**config.mk**
```make
export PLATFORM = sky130hd
export DESIGN_NAME = ham_cmd_fifo
export DESIGN_NICKNAME = d
export VERILOG_FILES = /design/src/rtl/ham_pkg.sv /design/src/rtl/ham_cmd_fifo.sv
export SDC_FILE = /design/constraint.sdc
export NUM_CORES = 1
export LEC_CHECK = 0
export ABC_AREA = 1
export BUFFER_PORTS_ARGS = -buffer_cell sky130_fd_sc_hd__buf_2
export CAP_MARGIN = 5
export CELL_PAD_IN_SITES_DETAIL_PLACEMENT = 1
export CELL_PAD_IN_SITES_GLOBAL_PLACEMENT = 1
export CORE_AREA = 3 3 40 42
export CTS_BUF_LIST = sky130_fd_sc_hd__clkbuf_8 sky130_fd_sc_hd__clkbuf_16
export CTS_CLUSTER_DIAMETER = 40
export DETAILED_ROUTE_END_ITERATION = 16
export DIE_AREA = 0 0 43 45
export GPL_TIMING_DRIVEN = 0
export HOLD_SLACK_MARGIN = 0.08
export PLACE_DENSITY = 0.66
export SLEW_MARGIN = 0
export SYNTH_ARGS = -nofsm -noshare
export SYNTH_HDL_FRONTEND = slang
export SYNTH_SLANG_ARGS = --single-unit
```
**constraint.sdc**
```tcl
create_clock -name clk_i -period 3.05 [get_ports clk_i]
set_clock_uncertainty 0.1 [all_clocks]
set_input_delay 0.61 -clock clk_i [delete_from_list [all_inputs] [get_ports clk_i]]
set_output_delay 0.61 -clock clk_i [all_outputs]
set_load 0.01 [all_outputs]
```
**src/rtl/ham_pkg.sv**
```systemverilog
// shared types and constants of the hopfield associative memory
`timescale 1ns / 1ps
package ham_pkg;

  localparam int NeuronsDef     = 128;
  localparam int MaxPatternsDef = 15;
  localparam int WordBitsDef    = 32;

  localparam int CfgIdxW   = 1;
  localparam int CfgDataW  = 8;
  localparam int WeightW   = 5;

  localparam logic [CfgIdxW-1:0] CfgPatternLength = 1'b0;
  localparam logic [CfgIdxW-1:0] CfgMaxSweeps     = 1'b1;

  localparam logic [WeightW-1:0] WeightMax = 5'sd15;
  localparam logic [WeightW-1:0] WeightMin = 5'b10000;

  localparam logic [7:0] LenReset    = 8'd100;
  localparam logic [7:0] SweepsReset = 8'd32;

  typedef enum logic [1:0] {
    OP_TRAIN  = 2'd0,
    OP_RECALL = 2'd1,
    OP_CLEAR  = 2'd2,
    OP_NONE   = 2'd3
  } op_e;

  typedef enum logic [1:0] {
    ST_OK       = 2'd0,
    ST_SAT      = 2'd1,
    ST_NOCONV   = 2'd2,
    ST_RESERVED = 2'd3
  } status_e;

  typedef enum logic [1:0] {
    CMD_TRAIN  = 2'd0,
    CMD_RECALL = 2'd1,
    CMD_CLEAR  = 2'd2,
    CMD_UNUSED = 2'd3
  } cmd_e;

  typedef enum logic {
    KIND_ACK  = 1'b0,
    KIND_WORD = 1'b1
  } kind_e;

  typedef enum logic [3:0] {
    BK_IDLE,
    BK_CLR,
    BK_TRD,
    BK_TWR,
    BK_RSTART,
    BK_RACC,
    BK_RLAST,
    BK_RUPD,
    BK_EMIT,
    BK_ACK
  } bk_state_e;

  typedef struct packed {
    logic push;
    cmd_e cmd;
  } cmd_req_t;

  typedef struct packed {
    logic idle;
    logic q_empty;
  } bk_status_t;

endpackage

```
**src/rtl/ham_cmd_fifo.sv**
```systemverilog
// two-entry command queue between front and back
`timescale 1ns / 1ps
module ham_cmd_fifo (
  input  logic              clk_i,
  input  logic              rst_ni,
  input  ham_pkg::cmd_req_t req_i,
  input  logic              pop_i,
  output ham_pkg::cmd_e     cmd_o,
  output logic              empty_o,
  output logic              full_o
);
  import ham_pkg::*;

  cmd_e       mem_q [2];
  logic       wr_q, wr_d, rd_q, rd_d;
  logic [1:0] cnt_q, cnt_d;
  logic       do_push, do_pop;

  assign empty_o = (cnt_q == 2'd0);
  assign full_o  = (cnt_q == 2'd2);
  assign do_push = req_i.push && !full_o;
  assign do_pop  = pop_i && !empty_o;
  assign cmd_o   = mem_q[rd_q];

  always_comb begin
    wr_d  = do_push ? ~wr_q : wr_q;
    rd_d  = do_pop ? ~rd_q : rd_q;
    cnt_d = cnt_q + {1'b0, do_push} - {1'b0, do_pop};
  end

  always_ff @(posedge clk_i or negedge rst_ni) begin
    if (!rst_ni) begin
      wr_q  <= 1'b0;
      rd_q  <= 1'b0;
      cnt_q <= 2'd0;
    end else begin
      wr_q  <= wr_d;
      rd_q  <= rd_d;
      cnt_q <= cnt_d;
    end
  end

  always_ff @(posedge clk_i) begin
    if (do_push) begin
      mem_q[wr_q] <= req_i.cmd;
    end
  end
endmodule

```
# ---- Word-level counts from Yosys, hierarchy flattened
# Memories as Yosys holds them, arrays and structs flattened.
# Index checks and enable logic that the tools add are counted.
dict set report classes {
  bitwise_logic 2
  reduce_logical 5
  addsub 2
  n_mux 2
  n_eq_ne 1
}
# operator count
set ops {}
lappend ops {{2-bit by 1-bit adder with 2-bit output} 1}
lappend ops {{2-bit equality test (second input constant)} 1}
lappend ops {{1-bit logical AND} 2}
lappend ops {{1-bit zero test} 2}
lappend ops {{2-bit zero test} 1}
lappend ops {{1-bit 2-to-1 mux} 2}
lappend ops {{1-bit inverter} 2}
lappend ops {{2-bit by 1-bit subtractor with 2-bit output} 1}
dict set report word_totals {
  n_memories 1
  inputBits 6
  ramBits 4
  ff_bits 4
}
# memory depth word_bits rd rd_clocked_by_memory_dff write_ports line
set memory_table {}
lappend memory_table {mem_q 2 2 1 0 1 ham_cmd_fifo.sv:14} ;# cmd_e mem_q [2];

# ---- Logic depth before layout (Yosys ltp)
dict set report depth {
  word_depth 5
  depth_mapped 10
}

# ---- Least setup slack after synthesis
# No wires, ideal clock.
dict set report synth_timing {
  path_kind {input to register}
  from {input pop_i}
  to {register cnt_q[1]}
  setup_ns 0.116
  stages 7
  setup_slack_ns 1.548
  path_buffers 0
  arrival_time_ns 1.285
  path_cell_list {nand2_1 -> inv_1 -> ha_1 -> inv_1 -> ha_1 -> nand3_1 -> nand2_1}
}
dict set report synth_between {
  elab_chain_len 2
}
# item line
set synth_rtl {}
lappend synth_rtl {{start, declared} ham_cmd_fifo.sv:7} ;# input logic pop_i,
lappend synth_rtl {{1-bit logical AND} ham_cmd_fifo.sv:22} ;# assign do_pop = pop_i && !empty_o;
lappend synth_rtl {{via do_pop} ham_cmd_fifo.sv:17} ;# logic do_push, do_pop;
lappend synth_rtl {{2-bit by 1-bit subtractor with 2-bit output} ham_cmd_fifo.sv:28} ;# cnt_d = cnt_q + {1'b0, do_push} - {1'b0, do_pop};
lappend synth_rtl {{via cnt_d[1]} ham_cmd_fifo.sv:16} ;# logic [1:0] cnt_q, cnt_d;
lappend synth_rtl {{end signal, assigned} ham_cmd_fifo.sv:39} ;# cnt_q <= cnt_d;
lappend synth_rtl {{end, declared} ham_cmd_fifo.sv:16}
# The timed path passes the listed nets, and every way through them passes these cells.
# A chain may end at the register's enable or synchronous reset.

# ---- Final worst setup path
dict set report layout_timing {
  from {register cnt_q[0]}
  to {output full_o}
}
dict set report layout_between {
  elab_chain_len 1
}
# item line
set layout_rtl {}
lappend layout_rtl {{2-bit equality test} ham_cmd_fifo.sv:20} ;# assign full_o = (cnt_q == 2'd2);
lappend layout_rtl {{end, declared} ham_cmd_fifo.sv:10} ;# output logic full_o
# No other way between the ends.

==> run_results.csv <==
group,metric,value,unit
run_status,status,"finished, final reports clean",
critical_path,r2r_start,"cnt_q[1]",
placed_design,place.gp.congestion,0.660,
global_routing,grt_pass1_wl,1110,um
clock_tree,clk_pin_slew,40,ps
yosys,ys_ff_latch,8,
critical_path,rrSetupSlack,1570,ps
finish,drive_gt1_share,24.6,%
finish,stdcell_area,490,um^2
clock_tree,clock_path_buffers,2,
sta,period_share,55.1,%
sta,fin_tns_setup,0,ps
sta,setup_viol,0,
global_routing,grt_max_degree,6,
critical_path,regToRegEndpoint,"cnt_q[1]",
yosys,synthCells,44,
routing,first_pass_iters,2,
routing,drc,0,
yosys,syn-mean-instance-area,8.67,um^2
floorplanning,die_area,0.00194,mm^2
floorplanning,boundaryPins,10,
finish,n_fill_cell,168,
global_routing,grt_pass1_vias,277,
critical_path,required,2340,ps
routing,wl_per_cell,9.35,um
global_routing,overflow,0,
clock_tree,cts_tree,"yes",
critical_path,cp.arrival,970,ps
critical_path,reg2regPathDepth,9,
clock_tree,htreeDepth,1,
routing,ant_nets,0,
finish,final_common_cell,"nand2_1",
routing,drt_iter0_drc,2,
sta,finalHoldViolations,0,
sta,layout_min_cycle_time,1680,ps
flow_run,maxCapViolations,0,
global_routing,grt_use_total,8.26,%
routing,wl,673,um
power_and_ir_drop,p_leak,0.000290,uW
routing,via_per_inst,3.99,
sta,grt_setup_unrepaired,"false",
global_routing,antenna_found_initial,0,
finish,antennaDiodeCount,0,
yosys,yosys_warnings,0,
sta,fmax,596,MHz
clock_tree,clock_sinks,8,
floorplanning,die_h,45,um
floorplanning,start_util,29.7,%
clock_tree,hold_buffers,0,
critical_path,cp_max_fo,3,
yosys,yosysSeqAreaShare,57.7,%
critical_path,start_kind,"flip-flop",
clock_tree,cts_root_buf,"clkbuf_8",
placed_design,dp_hpwl,579,um
finish,layout_common_cells,"17 x nand2_1, 12 x inv_1, 9 x buf_2",
placed_design,placed_area,445,um^2
power_and_ir_drop,powerDensity,998,mW/mm^2
clock_tree,clk_latency,220,ps
routing,vias,287,
sta,relSlewSlack,87.8,%
clock_tree,cts_resized,0,
finish,syn_to_final_growth,28.5,%
floorplanning,num_rows,13,
power_and_ir_drop,vdd_drop_max,0.000451,V
finish,final_nets,66,
floorplanning,coreArea,0.00128,mm^2
critical_path,critPathKind,"reg -> out",
clock_tree,postCtsSetupRepairBufs,0,
yosys,synth.distinct_cells,8,
yosys,syn_area,382,um^2
sta,worst_pin_slew,182,ps
yosys,synth_fp_nets,52,
hold_path,hp-class,"in -> async",
placed_design,portBuffers,9,
clock_tree,numCtsBuffers,3,
floorplanning,fp.dieW,43,um
critical_path,end_kind,"output pin",
sta,drv_slew,0,
worst max-delay path, cell delays in order (launching register included):
cell and delay, ps:
dfrtp_1 370, inv_1 90, nand2_1 110, inv_1 70, buf_2 120
logic make-up after synthesis:
kind of cell | after synthesis | synth area share, %
adder cells (fa/ha/maj) | 2 | 6.56
buffers and inverters | 11 | 10.8
AND/OR/NAND/NOR | 23 | 24.9
flip-flops | 8 | 57.7
per-stage QoR:
| stage | setup slack (ps) | hold slack, ps | utilization (%) | total power [uW] | std cells |
|---|---|---|---|---|---|
| after floorplan | 1550 | 214 | - | 307 | 44 |
| after global placement | 1370 | 325 | 34.7 | 362 | 68 |
| after detailed placement | 1370 | 322 | 34.7 | 371 | 68 |
| after CTS | 1360 | 83.8 | 38.2 | 500 | 72 |
| after global routing | 1310 | 89.3 | 38.2 | 537 | 72 |
| final | 1370 | 87.6 | 38.2 | 489 | 72 |
worst max path at each step:
stage / from / endpoint / slack, ps
2_1_floorplan: pop_i / cnt_q[1] / 1550
3_3_place_gp: pop_i / cnt_q[1] / 1370
3_5_place_dp: pop_i / cnt_q[1] / 1370
4_1_cts: cnt_q[0] / full_o / 1360
5_1_grt: cnt_q[0] / full_o / 1310
6_report: cnt_q[0] / full_o / 1370
cells in the mapped netlist:
cell / n / area, um^2
nand2_1: 17 / 63.8
inv_1: 11 / 41.3
dfrtp_1: 4 / 100
edfxtp_1: 4 / 120
nand3_1: 3 / 15.0
ha_1: 2 / 25.0
nand2_2: 2 / 12.5
nor2_1: 1 / 3.75
sequential cells by signal, summed over array words and instances, names as in the netlist:
name and count:
mem_q 4, cnt_q 2, wr_q 1, rd_q 1
layer usage:
metal	track usage [%]	vias to the layer above	share of wire, %
met5	0	-	0
li1	-	156	-
met1	9.23	123	48
met2	12.0	6	44
met4	9.04	0	2.4
met3	2.39	2	5.5
power by group:
part	internal (uW)	leakage (uW)	total, uW	switching (uW)
logic	70.1	0.000178	185	115
registers	157	0.0000851	178	21.0
clock network	86.9	0.0000269	126	39.3
final cells by class:
type | count | area, um^2 | area share (%)
inverters | 11 | 41.3 | 8.42
flip-flops and latches | 8 | 220 | 44.9
multi-input cells | 25 | 120 | 24.5
clock buffers | 3 | 41.3 | 8.42
repair buffers | 9 | 45.0 | 9.18
clock inverters | 1 | 3.75 | 0.765
well taps | 15 | 18.8 | 3.83
Power figures use the tool's default switching activity.
