[config.mk]
export PLATFORM = sky130hd
export DESIGN_NAME = ham_front_flat
export DESIGN_NICKNAME = d
export VERILOG_FILES = /design/src/rtl/ham_pkg.sv /design/src/rtl/ham_in_if.sv /design/src/rtl/ham_front.sv /design/src/flat_wrapper.sv
export SDC_FILE = /design/constraint.sdc
export NUM_CORES = 1
export LEC_CHECK = 0
export BUFFER_PORTS_ARGS = -buffer_cell sky130_fd_sc_hd__buf_2
export CAP_MARGIN = 0
export CORE_UTILIZATION = 35
export DETAILED_ROUTE_END_ITERATION = 12
export SLEW_MARGIN = 25
export SYNTH_ARGS = -nofsm -noshare
export SYNTH_HDL_FRONTEND = slang
export SYNTH_SLANG_ARGS = --single-unit
[constraint.sdc]
create_clock -name clk_i -period 3.6 [get_ports clk_i]
set_input_delay 0.36 -clock clk_i [delete_from_list [all_inputs] [get_ports clk_i]]
set_output_delay 0.36 -clock clk_i [all_outputs]
set_load 0.01 [all_outputs]
[src/rtl/ham_pkg.sv]
// shared types and constants of the hopfield associative memory
`timescale 1ns / 1ps
package ham_pkg;

  localparam int NeuronsDef     = 128;
  localparam int MaxPatternsDef = 15;
  localparam int WordBitsDef    = 32;

  localparam int CfgIdxW   = 1;
  localparam int CfgDataW  = 8;
  localparam int WeightW   = 5;

  localparam logic [CfgIdxW-1:0] CfgPatternLength = 1'b0;
  localparam logic [CfgIdxW-1:0] CfgMaxSweeps     = 1'b1;

  localparam logic [WeightW-1:0] WeightMax = 5'sd15;
  localparam logic [WeightW-1:0] WeightMin = 5'b10000;

  localparam logic [7:0] LenReset    = 8'd100;
  localparam logic [7:0] SweepsReset = 8'd32;

  typedef enum logic [1:0] {
    OP_TRAIN  = 2'd0,
    OP_RECALL = 2'd1,
    OP_CLEAR  = 2'd2,
    OP_NONE   = 2'd3
  } op_e;

  typedef enum logic [1:0] {
    ST_OK       = 2'd0,
    ST_SAT      = 2'd1,
    ST_NOCONV   = 2'd2,
    ST_RESERVED = 2'd3
  } status_e;

  typedef enum logic [1:0] {
    CMD_TRAIN  = 2'd0,
    CMD_RECALL = 2'd1,
    CMD_CLEAR  = 2'd2,
    CMD_UNUSED = 2'd3
  } cmd_e;

  typedef enum logic {
    KIND_ACK  = 1'b0,
    KIND_WORD = 1'b1
  } kind_e;

  typedef enum logic [3:0] {
    BK_IDLE,
    BK_CLR,
    BK_TRD,
    BK_TWR,
    BK_RSTART,
    BK_RACC,
    BK_RLAST,
    BK_RUPD,
    BK_EMIT,
    BK_ACK
  } bk_state_e;

  typedef struct packed {
    logic push;
    cmd_e cmd;
  } cmd_req_t;

  typedef struct packed {
    logic idle;
    logic q_empty;
  } bk_status_t;

endpackage

[src/rtl/ham_in_if.sv]
// input channel of the hopfield associative memory
`timescale 1ns / 1ps
interface ham_in_if;
  logic       valid;
  logic       ready;
  logic [1:0] operation;
  logic       bit_value;
  logic       last_bit;

  modport source (output valid, output operation, output bit_value, output last_bit,
                  input ready);
  modport sink (input valid, input operation, input bit_value, input last_bit,
                output ready);
endinterface

[src/rtl/ham_front.sv]
// front end: takes pattern and probe bits, queues train, recall and clear commands
`timescale 1ns / 1ps
module ham_front #(
  parameter int NEURONS = ham_pkg::NeuronsDef,
  parameter int LW      = $clog2(NEURONS + 1)
) (
  input  logic                 clk_i,
  input  logic                 rst_ni,
  ham_in_if.sink               in_i,
  input  logic [LW-1:0]        len_i,
  input  ham_pkg::bk_status_t  bk_i,
  output ham_pkg::cmd_req_t    req_o,
  output logic [NEURONS-1:0]   pattern_o,
  output logic [NEURONS-1:0]   probe_o
);
  import ham_pkg::*;

  localparam int IW = $clog2(NEURONS);

  logic [LW-1:0]      pos_q, pos_d;
  logic [NEURONS-1:0] pattern_q, probe_q;
  logic               acc;
  op_e                op;

  assign in_i.ready = bk_i.idle && bk_i.q_empty;
  assign acc        = in_i.valid && in_i.ready;
  assign op         = op_e'(in_i.operation);
  assign pattern_o  = pattern_q;
  assign probe_o    = probe_q;

  always_comb begin
    pos_d     = pos_q;
    req_o     = '{push: 1'b0, cmd: CMD_TRAIN};
    if (acc) begin
      unique case (op)
        OP_CLEAR: begin
          pos_d = '0;
          req_o = '{push: 1'b1, cmd: CMD_CLEAR};
        end
        OP_TRAIN, OP_RECALL: begin
          if (pos_q < len_i) pos_d = pos_q + 1'b1;
          if (in_i.last_bit) begin
            pos_d = '0;
            req_o = '{push: 1'b1, cmd: (op == OP_TRAIN) ? CMD_TRAIN : CMD_RECALL};
          end
        end
        default: ;
      endcase
    end
  end

  always_ff @(posedge clk_i or negedge rst_ni) begin
    if (!rst_ni) begin
      pos_q <= '0;
    end else begin
      pos_q <= pos_d;
    end
  end

  // bit buffers, written at the running position
  always_ff @(posedge clk_i) begin
    if (acc && (pos_q < len_i)) begin
      if (op == OP_TRAIN) pattern_q[pos_q[IW-1:0]] <= in_i.bit_value;
      if (op == OP_RECALL) probe_q[pos_q[IW-1:0]] <= in_i.bit_value;
    end
  end
endmodule

[src/flat_wrapper.sv]
// flat-port wrapper written by rule: the top's interface ports become plain ports
module ham_front_flat import ham_pkg::*;
#(
  parameter int NEURONS = ham_pkg::NeuronsDef,
  parameter int LW      = $clog2(NEURONS + 1)
)
  (clk_i, rst_ni, len_i, bk_i, req_o, pattern_o, probe_o, in_i_valid, in_i_operation, in_i_bit_value, in_i_last_bit, in_i_ready);
  ham_in_if in_i_i ();
  input  logic clk_i;
  input  logic rst_ni;
  input  logic [LW-1:0] len_i;
  input  ham_pkg::bk_status_t bk_i;
  output ham_pkg::cmd_req_t req_o;
  output logic [NEURONS-1:0] pattern_o;
  output logic [NEURONS-1:0] probe_o;
  input wire logic [$bits(in_i_i.valid)-1:0] in_i_valid;
  input wire logic [$bits(in_i_i.operation)-1:0] in_i_operation;
  input wire logic [$bits(in_i_i.bit_value)-1:0] in_i_bit_value;
  input wire logic [$bits(in_i_i.last_bit)-1:0] in_i_last_bit;
  output wire logic [$bits(in_i_i.ready)-1:0] in_i_ready;
  assign in_i_i.valid = in_i_valid;
  assign in_i_i.operation = in_i_operation;
  assign in_i_i.bit_value = in_i_bit_value;
  assign in_i_i.last_bit = in_i_last_bit;
  assign in_i_ready = in_i_i.ready;
  ham_front #(.NEURONS(NEURONS), .LW(LW)) u_core (.clk_i(clk_i), .rst_ni(rst_ni), .in_i(in_i_i), .len_i(len_i), .bk_i(bk_i), .req_o(req_o), .pattern_o(pattern_o), .probe_o(probe_o));
endmodule
# ---- Word-level counts from Yosys, hierarchy flattened
# Index checks and enable logic that the tools add are counted.
dict set report word_totals {
  ff_bits 264
  input_bits 17
  output_inout_bits 260
  word_cells 31
}
dict set report op_classes {
  n_addsub 1
  magnitude_cmp 3
  n_eq_ne 3
  muxes 11
  n_reduce_logical 10
}
# op n
set ops {}
lappend ops {{bitwise mux 128 bit} 2}
lappend ops {{2-to-1 mux 8 bit} 2}
lappend ops {{case mux 8 bit (2 select lines)} 1}
lappend ops {{adder 8 x 1 -> 8 bit (second input constant)} 1}
lappend ops {{less-than comparator 7 x 8 -> 1 bit (second input constant)} 1}
lappend ops {{less-than comparator 8 bit} 1}
lappend ops {{demux 1 bit (select 7 bit)} 1}
lappend ops {{greater-or-equal comparator 7 x 1 -> 1 bit (second input constant)} 1}
lappend ops {{2-to-1 mux 3 bit} 2}
lappend ops {{case mux 3 bit (2 select lines)} 1}
lappend ops {{logical AND 1 bit} 4}
lappend ops {{AND reduction 2 bit} 2}
lappend ops {{inequality test 3 x 2 -> 1 bit (second input constant)} 1}
lappend ops {{AND reduction 3 bit} 1}
lappend ops {{== test 2 x 1 -> 1 bit (second input constant)} 1}
lappend ops {{== test 2 bit (second input constant)} 1}
lappend ops {{logical NOT 2 bit} 1}
lappend ops {{2-to-1 mux 1 bit} 2}
lappend ops {{nonzero test 2 bit} 1}
lappend ops {{OR reduction 2 bit} 1}

# ---- Longest topological paths before layout
# Gate-level depths: netlist (run 1).
dict set report depth {
  depth_word 5
  depth_mapped 9
  depth_no_buf 7
}

# ---- Worst setup path after synthesis (run 1)
# OpenSTA, ideal clock, no wires.
dict set report synth_timing {
  path_kind {reg-to-reg}
  from {reg u_core.pos_q[1]}
  to {reg u_core.probe_q[123], in the netlist u_core.probe_o[123], enable pin}
  setup_time_ps 303
  t_arrival_ps 2265
  t_required_ps 3297
  slack_ps 1031
  stages_incl_launch_ff 7
  path_buffers 1
  period_less_slack_ps 2569
  path_cell_list {dfrtp_1 ha_1 a2111o_1 a311oi_2 nand4_1 buf_2 nor2_1}
}
dict set report synth_via {
  elab_chain_cells 3
}
# item line
set synth_lines {}
lappend synth_lines {{from (decl)} ham_front.sv:20} ;# logic [LW-1:0] pos_q, pos_d;
lappend synth_lines {{from (signal assigned)} ham_front.sv:56} ;# pos_q <= pos_d;
lappend synth_lines {{less-than comparator 8 bit} ham_front.sv:62} ;# if (acc && (pos_q < len_i)) begin
lappend synth_lines {{logical AND 1 bit} ham_front.sv:62}
lappend synth_lines {{AND reduction 2 bit (no source line)} --}
lappend synth_lines {{to (signal, indexed assignment)} ham_front.sv:64} ;# if (op == OP_RECALL) probe_q[pos_q[IW-1:0]] <= in_i.bit_value;
lappend synth_lines {{to (decl)} ham_front.sv:21} ;# logic [NEURONS-1:0] pattern_q, probe_q;
# No other way between the ends.
# A chain may end at the register's enable or synchronous reset.

# ---- Final worst setup path (run 1)
dict set report layout_timing {
  from {reg u_core.pos_q[1]}
  to {reg u_core.pattern_q[115], in the netlist u_core.pattern_o[115], enable pin}
}
dict set report layout_via {
  elab_chain_cells 3
}
# item line
set layout_lines {}
lappend layout_lines {{less-than comparator 8 bit} ham_front.sv:62}
lappend layout_lines {{logical AND 1 bit} ham_front.sv:62}
lappend layout_lines {{AND reduction 2 bit (no source line)} --}
lappend layout_lines {{to (signal, indexed assignment)} ham_front.sv:63} ;# if (op == OP_TRAIN) pattern_q[pos_q[IW-1:0]] <= in_i.bit_value;
lappend layout_lines {{to (decl)} ham_front.sv:21}
# No other way between the ends.

==> results of run 1 <==
registers in the layout, summed over array words and instances (netlist names):
register          flops
u_core.pattern_o    128
u_core.probe_o      128
u_core.pos_q          8
metrics by stage:
stage                     utilization [%]  hold slack, ns  power [mW]  instance area [sq um]
final                                45.6           0.199        6.70                  12600
after CTS                            45.6           0.184        6.76                  12600
after global routing                 45.6           0.221        6.91                  12600
after detailed placement             42.4           0.227        4.00                  11800
after global placement               42.4           0.223        3.99                  11800
after floorplan                         -          0.0644        3.77                   9860
worst max-delay path by stage:
stage                     slack [ns]  depth (start not counted)                     to
final                           0.64                          5  u_core.pattern_o[115]
after global routing            0.43                          7   u_core.pattern_o[93]
after detailed placement        0.65                          8   u_core.pattern_o[27]
after CTS                       0.65                          5  u_core.pattern_o[115]
after floorplan                 1.03                          6    u_core.probe_o[123]
after global placement          0.71                          8   u_core.pattern_o[99]
worst register-to-register path, cell delays in order, from the launching register on:
cell and delay (ns):
dfrtp_1 0.52, ha_1 0.31, a2111o_1 0.43, a31o_2 0.37, or4_1 0.80, nor2_1 0.23
placed cells by master (no fill, tap or decap), types with 10 or more instances in the layout:
master,instances
nor2_1,259
clkbuf_1,11
clkbuf_16,29
inv_1,10
nand4_1,16
edfxtp_1,256
nand2_1,20
nand3_1,30
buf_2,275
buf_4,21
timing repair:
action,in CTS,in global routing
hold buffers,1,0
buffers inserted,0,0
hold endpoints to repair,8,0
setup endpoints to repair,0,0
routing by layer:
| layer | vias to the layer above | share of wire, % | track usage (%) |
|---|---|---|---|
| met3 | 40 | 5.5 | 2.47 |
| met2 | 238 | 51 | 32.0 |
| met1 | 3379 | 42 | 24.0 |
| met4 | 0 | 2.1 | 4.86 |
| met5 | - | 0 | 0 |
| li1 | 3056 | - | - |
area by class of cell:
cell class | count | area, sq um | area share [%]
clock inverter | 12 | 109 | 0.861
sequential | 264 | 7890 | 62.4
timing repair buffer | 299 | 1580 | 12.5
inverter | 11 | 41.3 | 0.327
tap | 378 | 473 | 3.74
clock buffer | 40 | 767 | 6.07
multi-input combinational | 387 | 1780 | 14.1
cell families (layout without fill, tap and decap cells):
kind of cell,after synthesis,after routing,share of synthesized area [%]
AND/OR/NAND/NOR,358,358,15.4
flip-flops,264,264,80.0
buffers and inverters,44,362,1.88
AO/OA/AOI/OAI,20,20,1.55
adder cells (fa/ha/maj),8,8,1.02
multiplexers,1,1,0.114
power by group:
part,switching (mW),internal (mW)
Sequential,0.0222,3.39
Clock,1.15,1.62
Combinational,0.412,0.110
Total,1.58,5.12
==> impl_metrics.json, run 1 <==
{
  "status": "finished, final reports clean",
  "root_buffer": "clkbuf_16",
  "fin_ws_ns": 0.639,
  "syn_inst": 695,
  "syn_area_sq_um": 9860,
  "antenna_left": 0,
  "coreArea_sq_um": 27700,
  "track_usage_pct": 18.4,
  "drt-wirelength-per-cell_um": 19.7,
  "synth_most_common_cell": "nor2_1",
  "yosys-top-cells-area": "edfxtp_1, nor2_1, dfrtp_1",
  "cts.sinks": 264,
  "ys_seq_area_share_pct": 80.0,
  "vias": 6713,
  "cts_buffers": 28,
  "hold_class": "in2async",
  "endpoint_kind": "flip-flop",
  "max_freq_mhz": 338,
  "peakVddDrop_uv": 333,
  "initial_utilization_pct": 35.6,
  "port_buffers": 276,
  "die_height_um": 170,
  "die_area_sq_um": 28800,
  "viasPerCell": 4.83,
  "pre_cts_ws_ns": 0.647,
  "crit_path_top_delay_cell": "or4_1",
  "critPathRequiredTime_ns": 3.82,
  "cts_tree": "yes",
  "syn2layout_area_growth_pct": 28.2,
  "power_density_nw_per_um2": 530,
  "drv_slew": 0,
  "synth_nets": 720,
  "boundaryPins": 277,
  "max_cap_violations": 0,
  "final_cells": 1391,
  "synth_ff_type": "edfxtp_1",
  "leakage_nw": 4.44,
  "cts_buffer_depth": 3,
  "synth_top_area_cell": "edfxtp_1",
  "firstDrtPassIters": 4,
  "antenna_found_initial": 0,
  "worstReg2RegStart": "u_core.pos_q[1]",
  "grt_max_degree": 122,
  "ctsResizeCount": 0,
  "post-route-min-period_ns": 2.96,
  "grt_pass1_wl_mm": 39.9,
  "avgSynthCellArea_sq_um": 14.2,
  "dp_hpwl_mm": 17.9,
  "path_delay_family": "simple AND/OR/NAND/NOR gates",
  "fill_cells": 2549,
  "rsz0062_at_grt": "no",
  "synth-seq-cells": 264,
  "cp_num_buf_inv": 0,
  "antenna_cells": 0,
  "cp_cell_sequence": "ha_1 -> a2111o_1 -> a31o_2 -> or4_1 -> nor2_1",
  "placedCellCount": 1338,
  "yosys_warnings": 0,
  "setup_viol": 0,
  "hold_viol_final": 0,
  "r2r_cells": 5,
  "clk_pin_slew_worst_paths_ns": 0.06,
  "fp.dieW_um": 170,
  "clk-insertion-delay-late_ns": 0.53,
  "fin_skew_ns": 0.00708,
  "ys_async_sr_fraction_pct": 3.03,
  "synth_common_cells": "nor2_1, edfxtp_1, nand3_1",
  "r2r_slack_ns": 0.64,
  "synth_top_area_share_pct": 78.0,
  "r2r-end": "u_core.pattern_o[115]",
  "critPathLaunchType": "flip-flop",
  "synth_cell_types": 39,
  "first_iter_violations": 561,
  "nets": 1016,
  "path_max_fanout": 16,
  "worst_pin_slew_ns": 0.854,
  "drive_gt1_share_pct": 34.1,
  "cp-startpoint": "u_core.pos_q[1]",
  "placement_rows": 61,
  "gp_congestion": 0.827,
  "crit_type": "reg2reg",
  "slew_headroom_pct": 43.1,
  "cts.htree.levels": 1,
  "slowest_delay_ns": 0.80,
  "grt_overflow": 0,
  "synth_edf_count": 256,
  "arrival_ns": 3.18,
  "routed_wl_mm": 27.3,
  "setup_tns_ns": 0,
  "drc": 0,
  "first_global_vias": 6427,
  "finalCritPeriodShare_pct": 82.3
}
Note: power is estimated with default switching activity, not from simulation.
==> inputs of run 2 (changes only) <==
clock period = 2.6 ns   (was 3.6 ns; I/O delays follow)
==> run 2 against run 1 <==
  * Die area unchanged
  * Via count down 0.60%
  * Flip-flop and latch count unchanged
  * Register-to-register slack got worse by 0.52 ns
  * Total power is 43% higher
  * Worst hold slack got worse by 0.098 ns
  * Clock skew increased by 0.0065 ns
  * Setup slack worse by 0.52 ns
  * Design area grew 1.6%
  * Final cell count rose by 1.2%
  * Clock power grew 48%
  * Routed wire length down 1.5%
  * Critical path type unchanged
  * Critical endpoint is now u_core.pattern_o[99]
  * Highest routed layer unchanged
==> impl_metrics.json, run 2 (same netlist as run 1, synthesis figures left out) <==
{
  "die_area_sq_um": 28800,
  "die_height_um": 170,
  "gp_congestion": 0.822,
  "totalPowerFinal_mw": 9.60,
  "drt-wirelength-per-cell_um": 19.1,
  "initial_utilization_pct": 35.6,
  "power_density_nw_per_um2": 748,
  "finalCritPeriodShare_pct": 95.3,
  "slew_headroom_pct": 51.4,
  "port_buffers": 276,
  "max_cap_violations": 0,
  "cts.sinks": 264,
  "cts_buffer_depth": 3,
  "grt_pass1_wl_mm": 38.8,
  "placement_rows": 61,
  "p_int_mw": 7.40,
  "setup_tns_ns": 0,
  "first_global_vias": 6308,
  "vias": 6673,
  "cp_num_buf_inv": 1,
  "drv_slew": 0,
  "endpoint_kind": "flip-flop",
  "setup_viol": 0,
  "combPwrFrac_pct": 8.2,
  "boundaryPins": 277,
  "clockPowerShare_pct": 42.7,
  "path_delay_family": "simple AND/OR/NAND/NOR gates",
  "r2r_slack_ns": 0.12,
  "antenna_left": 0,
  "coreArea_sq_um": 27700,
  "cp_cell_sequence": "ha_1 -> a21oi_1 -> o21ai_0 -> a31o_2 -> or4_1 -> buf_4 -> nor2_1",
  "drc": 0,
  "rsz0062_at_grt": "no",
  "cts_buffers": 27,
  "antenna_cells": 0,
  "grt_overflow": 0,
  "switching_share_pct": 22.9,
  "grt_max_degree": 113,
  "slowest_delay_ns": 0.48,
  "clk_pin_slew_worst_paths_ns": 0.06,
  "fin_skew_ns": 0.0136,
  "firstDrtPassIters": 5,
  "p_seq_share_pct": 49.1,
  "nets": 1033,
  "final_common_cell": "buf_2",
  "dp_hpwl_mm": 18.3,
  "fp.dieW_um": 170,
  "drive_gt1_share_pct": 35.8,
  "syn2layout_area_growth_pct": 30.3,
  "leakage_nw": 4.57,
  "hold_viol_final": 0,
  "final_cell_mix": "buf_2, nor2_1, edfxtp_1, buf_4, nand3_1",
  "status": "finished, final reports clean",
  "root_buffer": "clkbuf_16",
  "first_iter_violations": 684,
  "cts_tree": "yes",
  "clk-insertion-delay-late_ns": 0.53,
  "routed_wl_mm": 26.9,
  "track_usage_pct": 18.1,
  "post-route-min-period_ns": 2.48,
  "hold_class": "in2async",
  "critPathLaunchType": "flip-flop",
  "antenna_found_initial": 0,
  "critPathRequiredTime_ns": 2.84,
  "worst_pin_slew_ns": 0.729,
  "max_freq_mhz": 403,
  "peakVddDrop_uv": 432,
  "viasPerCell": 4.74,
  "arrival_ns": 2.71,
  "path_max_fanout": 16,
  "crit_type": "reg2reg",
  "p_switching_mw": 2.20,
  "cts.htree.levels": 1,
  "crit_path_top_delay_cell": "or4_1"
}
-- run 2: cell count changes in the layout (fill, tap and decap cells not counted), sizes merged --
| cell | delta |
|---|---|
| buf | +18 |
| inv | +2 |
| bufinv | +4 |
| clkbuf | -11 |
| clkinv | +3 |
-- run 2: final timing paths --
path	startpoint	to	depth (start not counted)
hold / removal	rst_ni	u_core.pos_q[5]	2
max in group asynchronous	rst_ni	u_core.pos_q[3]	2
setup reg to reg	u_core.pos_q[7]	u_core.pattern_o[99]	7
min in group clk_i	in_i_last_bit	u_core.pos_q[6]	4
setup / recovery	u_core.pos_q[7]	u_core.pattern_o[99]	7
hold reg to reg	u_core.pos_q[7]	u_core.pos_q[7]	1
-- run 2: what timing repair did --
action	4_1_cts	5_1_grt
gates resized for setup	0	1
endpoints found under the setup margin	0	12
hold buffers	1	0
buffers inserted	0	0
hold endpoints to repair	8	0
-- run 2: worst register-to-register path, stage by stage (launching register included) --
cell and delay, ns:
dfrtp_1 0.41, ha_1 0.30, a21oi_1 0.20, o21ai_0 0.15, a31o_2 0.27, or4_1 0.48
buf_4 0.21, nor2_1 0.15
-- run 2: through the flow --
stage	cell area, sq um	util (%)	cells	setup WS [ns]	hold WS, ns
after floorplan	9860	-	695	0.0313	-0.0356
after global placement	11900	42.9	1356	0.0744	0.126
after detailed placement	11900	42.9	1356	0.0584	0.123
after CTS	12800	46.3	1407	0.0437	0.0861
after global routing	12800	46.4	1407	0.00303	0.116
final	12800	46.4	1407	0.121	0.102
-- run 2: area by class of cell --
cell class	count	area, sq um
timing repair buffer	317	1710
multi-input combinational	387	1790
clock buffer	29	683
clock inverter	21	262
sequential	264	7890
fill	2530	14900
inverter	11	41.3
tap	378	473
-- run 2: per-layer routing --
| metal | GRT usage, % | vias to the layer above | part of all wire (%) |
|---|---|---|---|
| met5 | 0 | - | 0 |
| met4 | 6.38 | 0 | 3.0 |
| met3 | 2.51 | 48 | 5.1 |
| met2 | 30.6 | 239 | 50 |
| met1 | 24.0 | 3293 | 41 |
| li1 | - | 3093 | - |
-- run 2: power groups by stage --
| stage | registers (mW) | logic [mW] | clock network (mW) |
|---|---|---|---|
| after CTS | 4.72 | 0.803 | 4.18 |
| after global routing | 4.72 | 0.876 | 4.34 |
| after floorplan | 4.82 | 0.397 | 0 |
| after detailed placement | 4.81 | 0.798 | 0 |
| final | 4.72 | 0.788 | 4.10 |
| after global placement | 4.81 | 0.789 | 0 |
==> inputs of run 3 (changes only) <==
PLACE_DENSITY_LB_ADDON = 0.08   (was default)
SETUP_SLACK_MARGIN = 0.3   (was default)
==> run 3 against run 2 <==
  * Total power up 3.0%
  * Utilization rose by 5.8 points
  * Non-clock buffer count increased by 20
  * Flip-flop and latch count unchanged
  * Final cell count rose by 1.5%
  * Routed wire length rose by 9.2%
  * Critical endpoint is now u_core.pattern_o[7]
==> impl_metrics.json, run 3 (same netlist as run 1, synthesis figures left out) <==
{
  "vias": 6793,
  "coreArea_sq_um": 27700,
  "firstDrtPassIters": 4,
  "post-route-min-period_ns": 2.43,
  "cp-startpoint": "u_core.pos_q[1]",
  "peakVddDrop_uv": 473,
  "clk_pin_slew_worst_paths_ns": 0.06,
  "register_area_sq_um": 7890,
  "slowest_delay_ns": 0.49,
  "setup_tns_ns": 0,
  "fin_ws_ns": 0.173,
  "first_iter_violations": 433,
  "grt_pass1_wl_mm": 40.6,
  "rsz0062_at_grt": "yes",
  "grt_overflow": 0,
  "cts_buffer_depth": 3,
  "worstReg2RegStart": "u_core.pos_q[1]",
  "nets": 1054,
  "critPathLaunchType": "flip-flop",
  "dpl_cell_area_sq_um": 12200,
  "fp.dieW_um": 170,
  "finalCritPeriodShare_pct": 93.3,
  "fin_skew_ns": 0.0267,
  "endpoint_kind": "flip-flop",
  "crit_type": "reg2reg",
  "max_freq_mhz": 412,
  "antenna_found_initial": 0,
  "placement_rows": 61,
  "drive_gt1_share_pct": 53.4,
  "boundaryPins": 277,
  "cts_buffers": 28,
  "die_area_sq_um": 28800,
  "path_max_fanout": 12,
  "cts.htree.levels": 1,
  "worst_pin_slew_ns": 0.756,
  "slew_headroom_pct": 49.4,
  "routed_wl_mm": 29.4,
  "power_density_nw_per_um2": 684,
  "max_cap_violations": 0,
  "drc": 0,
  "multi_input_area_sq_um": 2900,
  "antenna_cells": 0,
  "die_height_um": 170,
  "fill_cells": 2439,
  "arrival_ns": 2.67,
  "gp_congestion": 0.748,
  "placedCellCount": 1355,
  "antenna_left": 0,
  "dp_hpwl_mm": 18.6,
  "pre_cts_ws_ns": 0.0414,
  "first_global_vias": 6561,
  "hold_class": "in2async",
  "final_cells": 1428,
  "drv_slew": 0,
  "status": "finished, final reports clean",
  "root_buffer": "clkbuf_16",
  "port_buffers": 276,
  "design_area_sq_um": 14500,
  "cts.sinks": 264,
  "cp_cell_sequence": "ha_4 -> a2111o_1 -> a31o_4 -> or4_1 -> buf_6 -> nor2_1",
  "viasPerCell": 4.76,
  "leakage_nw": 4.88,
  "crit_path_top_delay_cell": "or4_1",
  "cts_tree": "yes",
  "critPathRequiredTime_ns": 2.85,
  "syn2layout_area_growth_pct": 46.7,
  "drt-wirelength-per-cell_um": 20.6,
  "final_cell_mix": "buf_2, edfxtp_1, nor2_4, nor2_1, nor2_2",
  "hold_viol_final": 0,
  "setup_viol": 0,
  "track_usage_pct": 18.9,
  "final_common_cell": "buf_2",
  "grt_max_degree": 85,
  "initial_utilization_pct": 35.6,
  "clk-insertion-delay-late_ns": 0.55
}
run 3: path summary, 6_finish.rpt:
path,end,slack (ns),depth (start not counted)
setup reg to reg,u_core.pattern_o[7],0.17,6
hold / removal,u_core.pos_q[3],0.10,2
max in group asynchronous,u_core.pos_q[1],2.27,2
min in group clk_i,u_core.pos_q[3],0.15,4
setup / recovery,u_core.pattern_o[7],0.17,6
hold reg to reg,u_core.pos_q[7],0.61,1
run 3: what timing repair did:
item                                    in CTS  in global routing
hold buffers                                 1                  0
pin swaps                                    1                 92
endpoints found under the setup margin     239                251
cloned                                       0                  8
setup buffers                                2                 11
gates resized for setup                     11                262
hold endpoints to repair                     8                  0
run 3: per-stage QoR:
stage	hold WS (ns)	power, mW	utilization (%)
2_1_floorplan	-0.0356	5.25	-
3_3_place_gp	0.134	5.65	43.9
3_5_place_dp	0.131	5.65	43.9
4_1_cts	0.0738	9.82	47.5
5_1_grt	0.101	10.2	52.2
6_report	0.100	9.89	52.2
run 3: critical path, delay by kind of cell, from the launching register on:
kind,cells,cell delay [ns]
buffers and inverters,1,0.17
adders and majority gates,1,0.21
and+or+nand+nor,2,0.61
AOI/OAI and AO/OA,2,0.73
DFF,1,0.43
run 3: cell type report:
class,count,share of cell area [%]
Clock buffer,36,5.19
Clock inverter,15,1.42
Inverter,11,0.285
Multi-Input combinational cell,387,20.1
Sequential cell,264,54.5
Tap cell,378,3.27
Timing Repair Buffer,337,15.2
run 3: power breakdown:
part	leakage [nW]	internal [mW]	switching, mW
logic	2.01	0.261	0.774
registers	2.40	4.69	0.0243
clock network	0.468	2.52	1.62
run 3: metal layers:
| metal | vias up | part of all wire, % | GRT usage [%] |
|---|---|---|---|
| met5 | - | 0 | 0 |
| met2 | 219 | 47 | 31.2 |
| met1 | 3369 | 44 | 25.1 |
| li1 | 3172 | - | - |
| met4 | 0 | 1.7 | 4.43 |
| met3 | 33 | 6.6 | 4.44 |
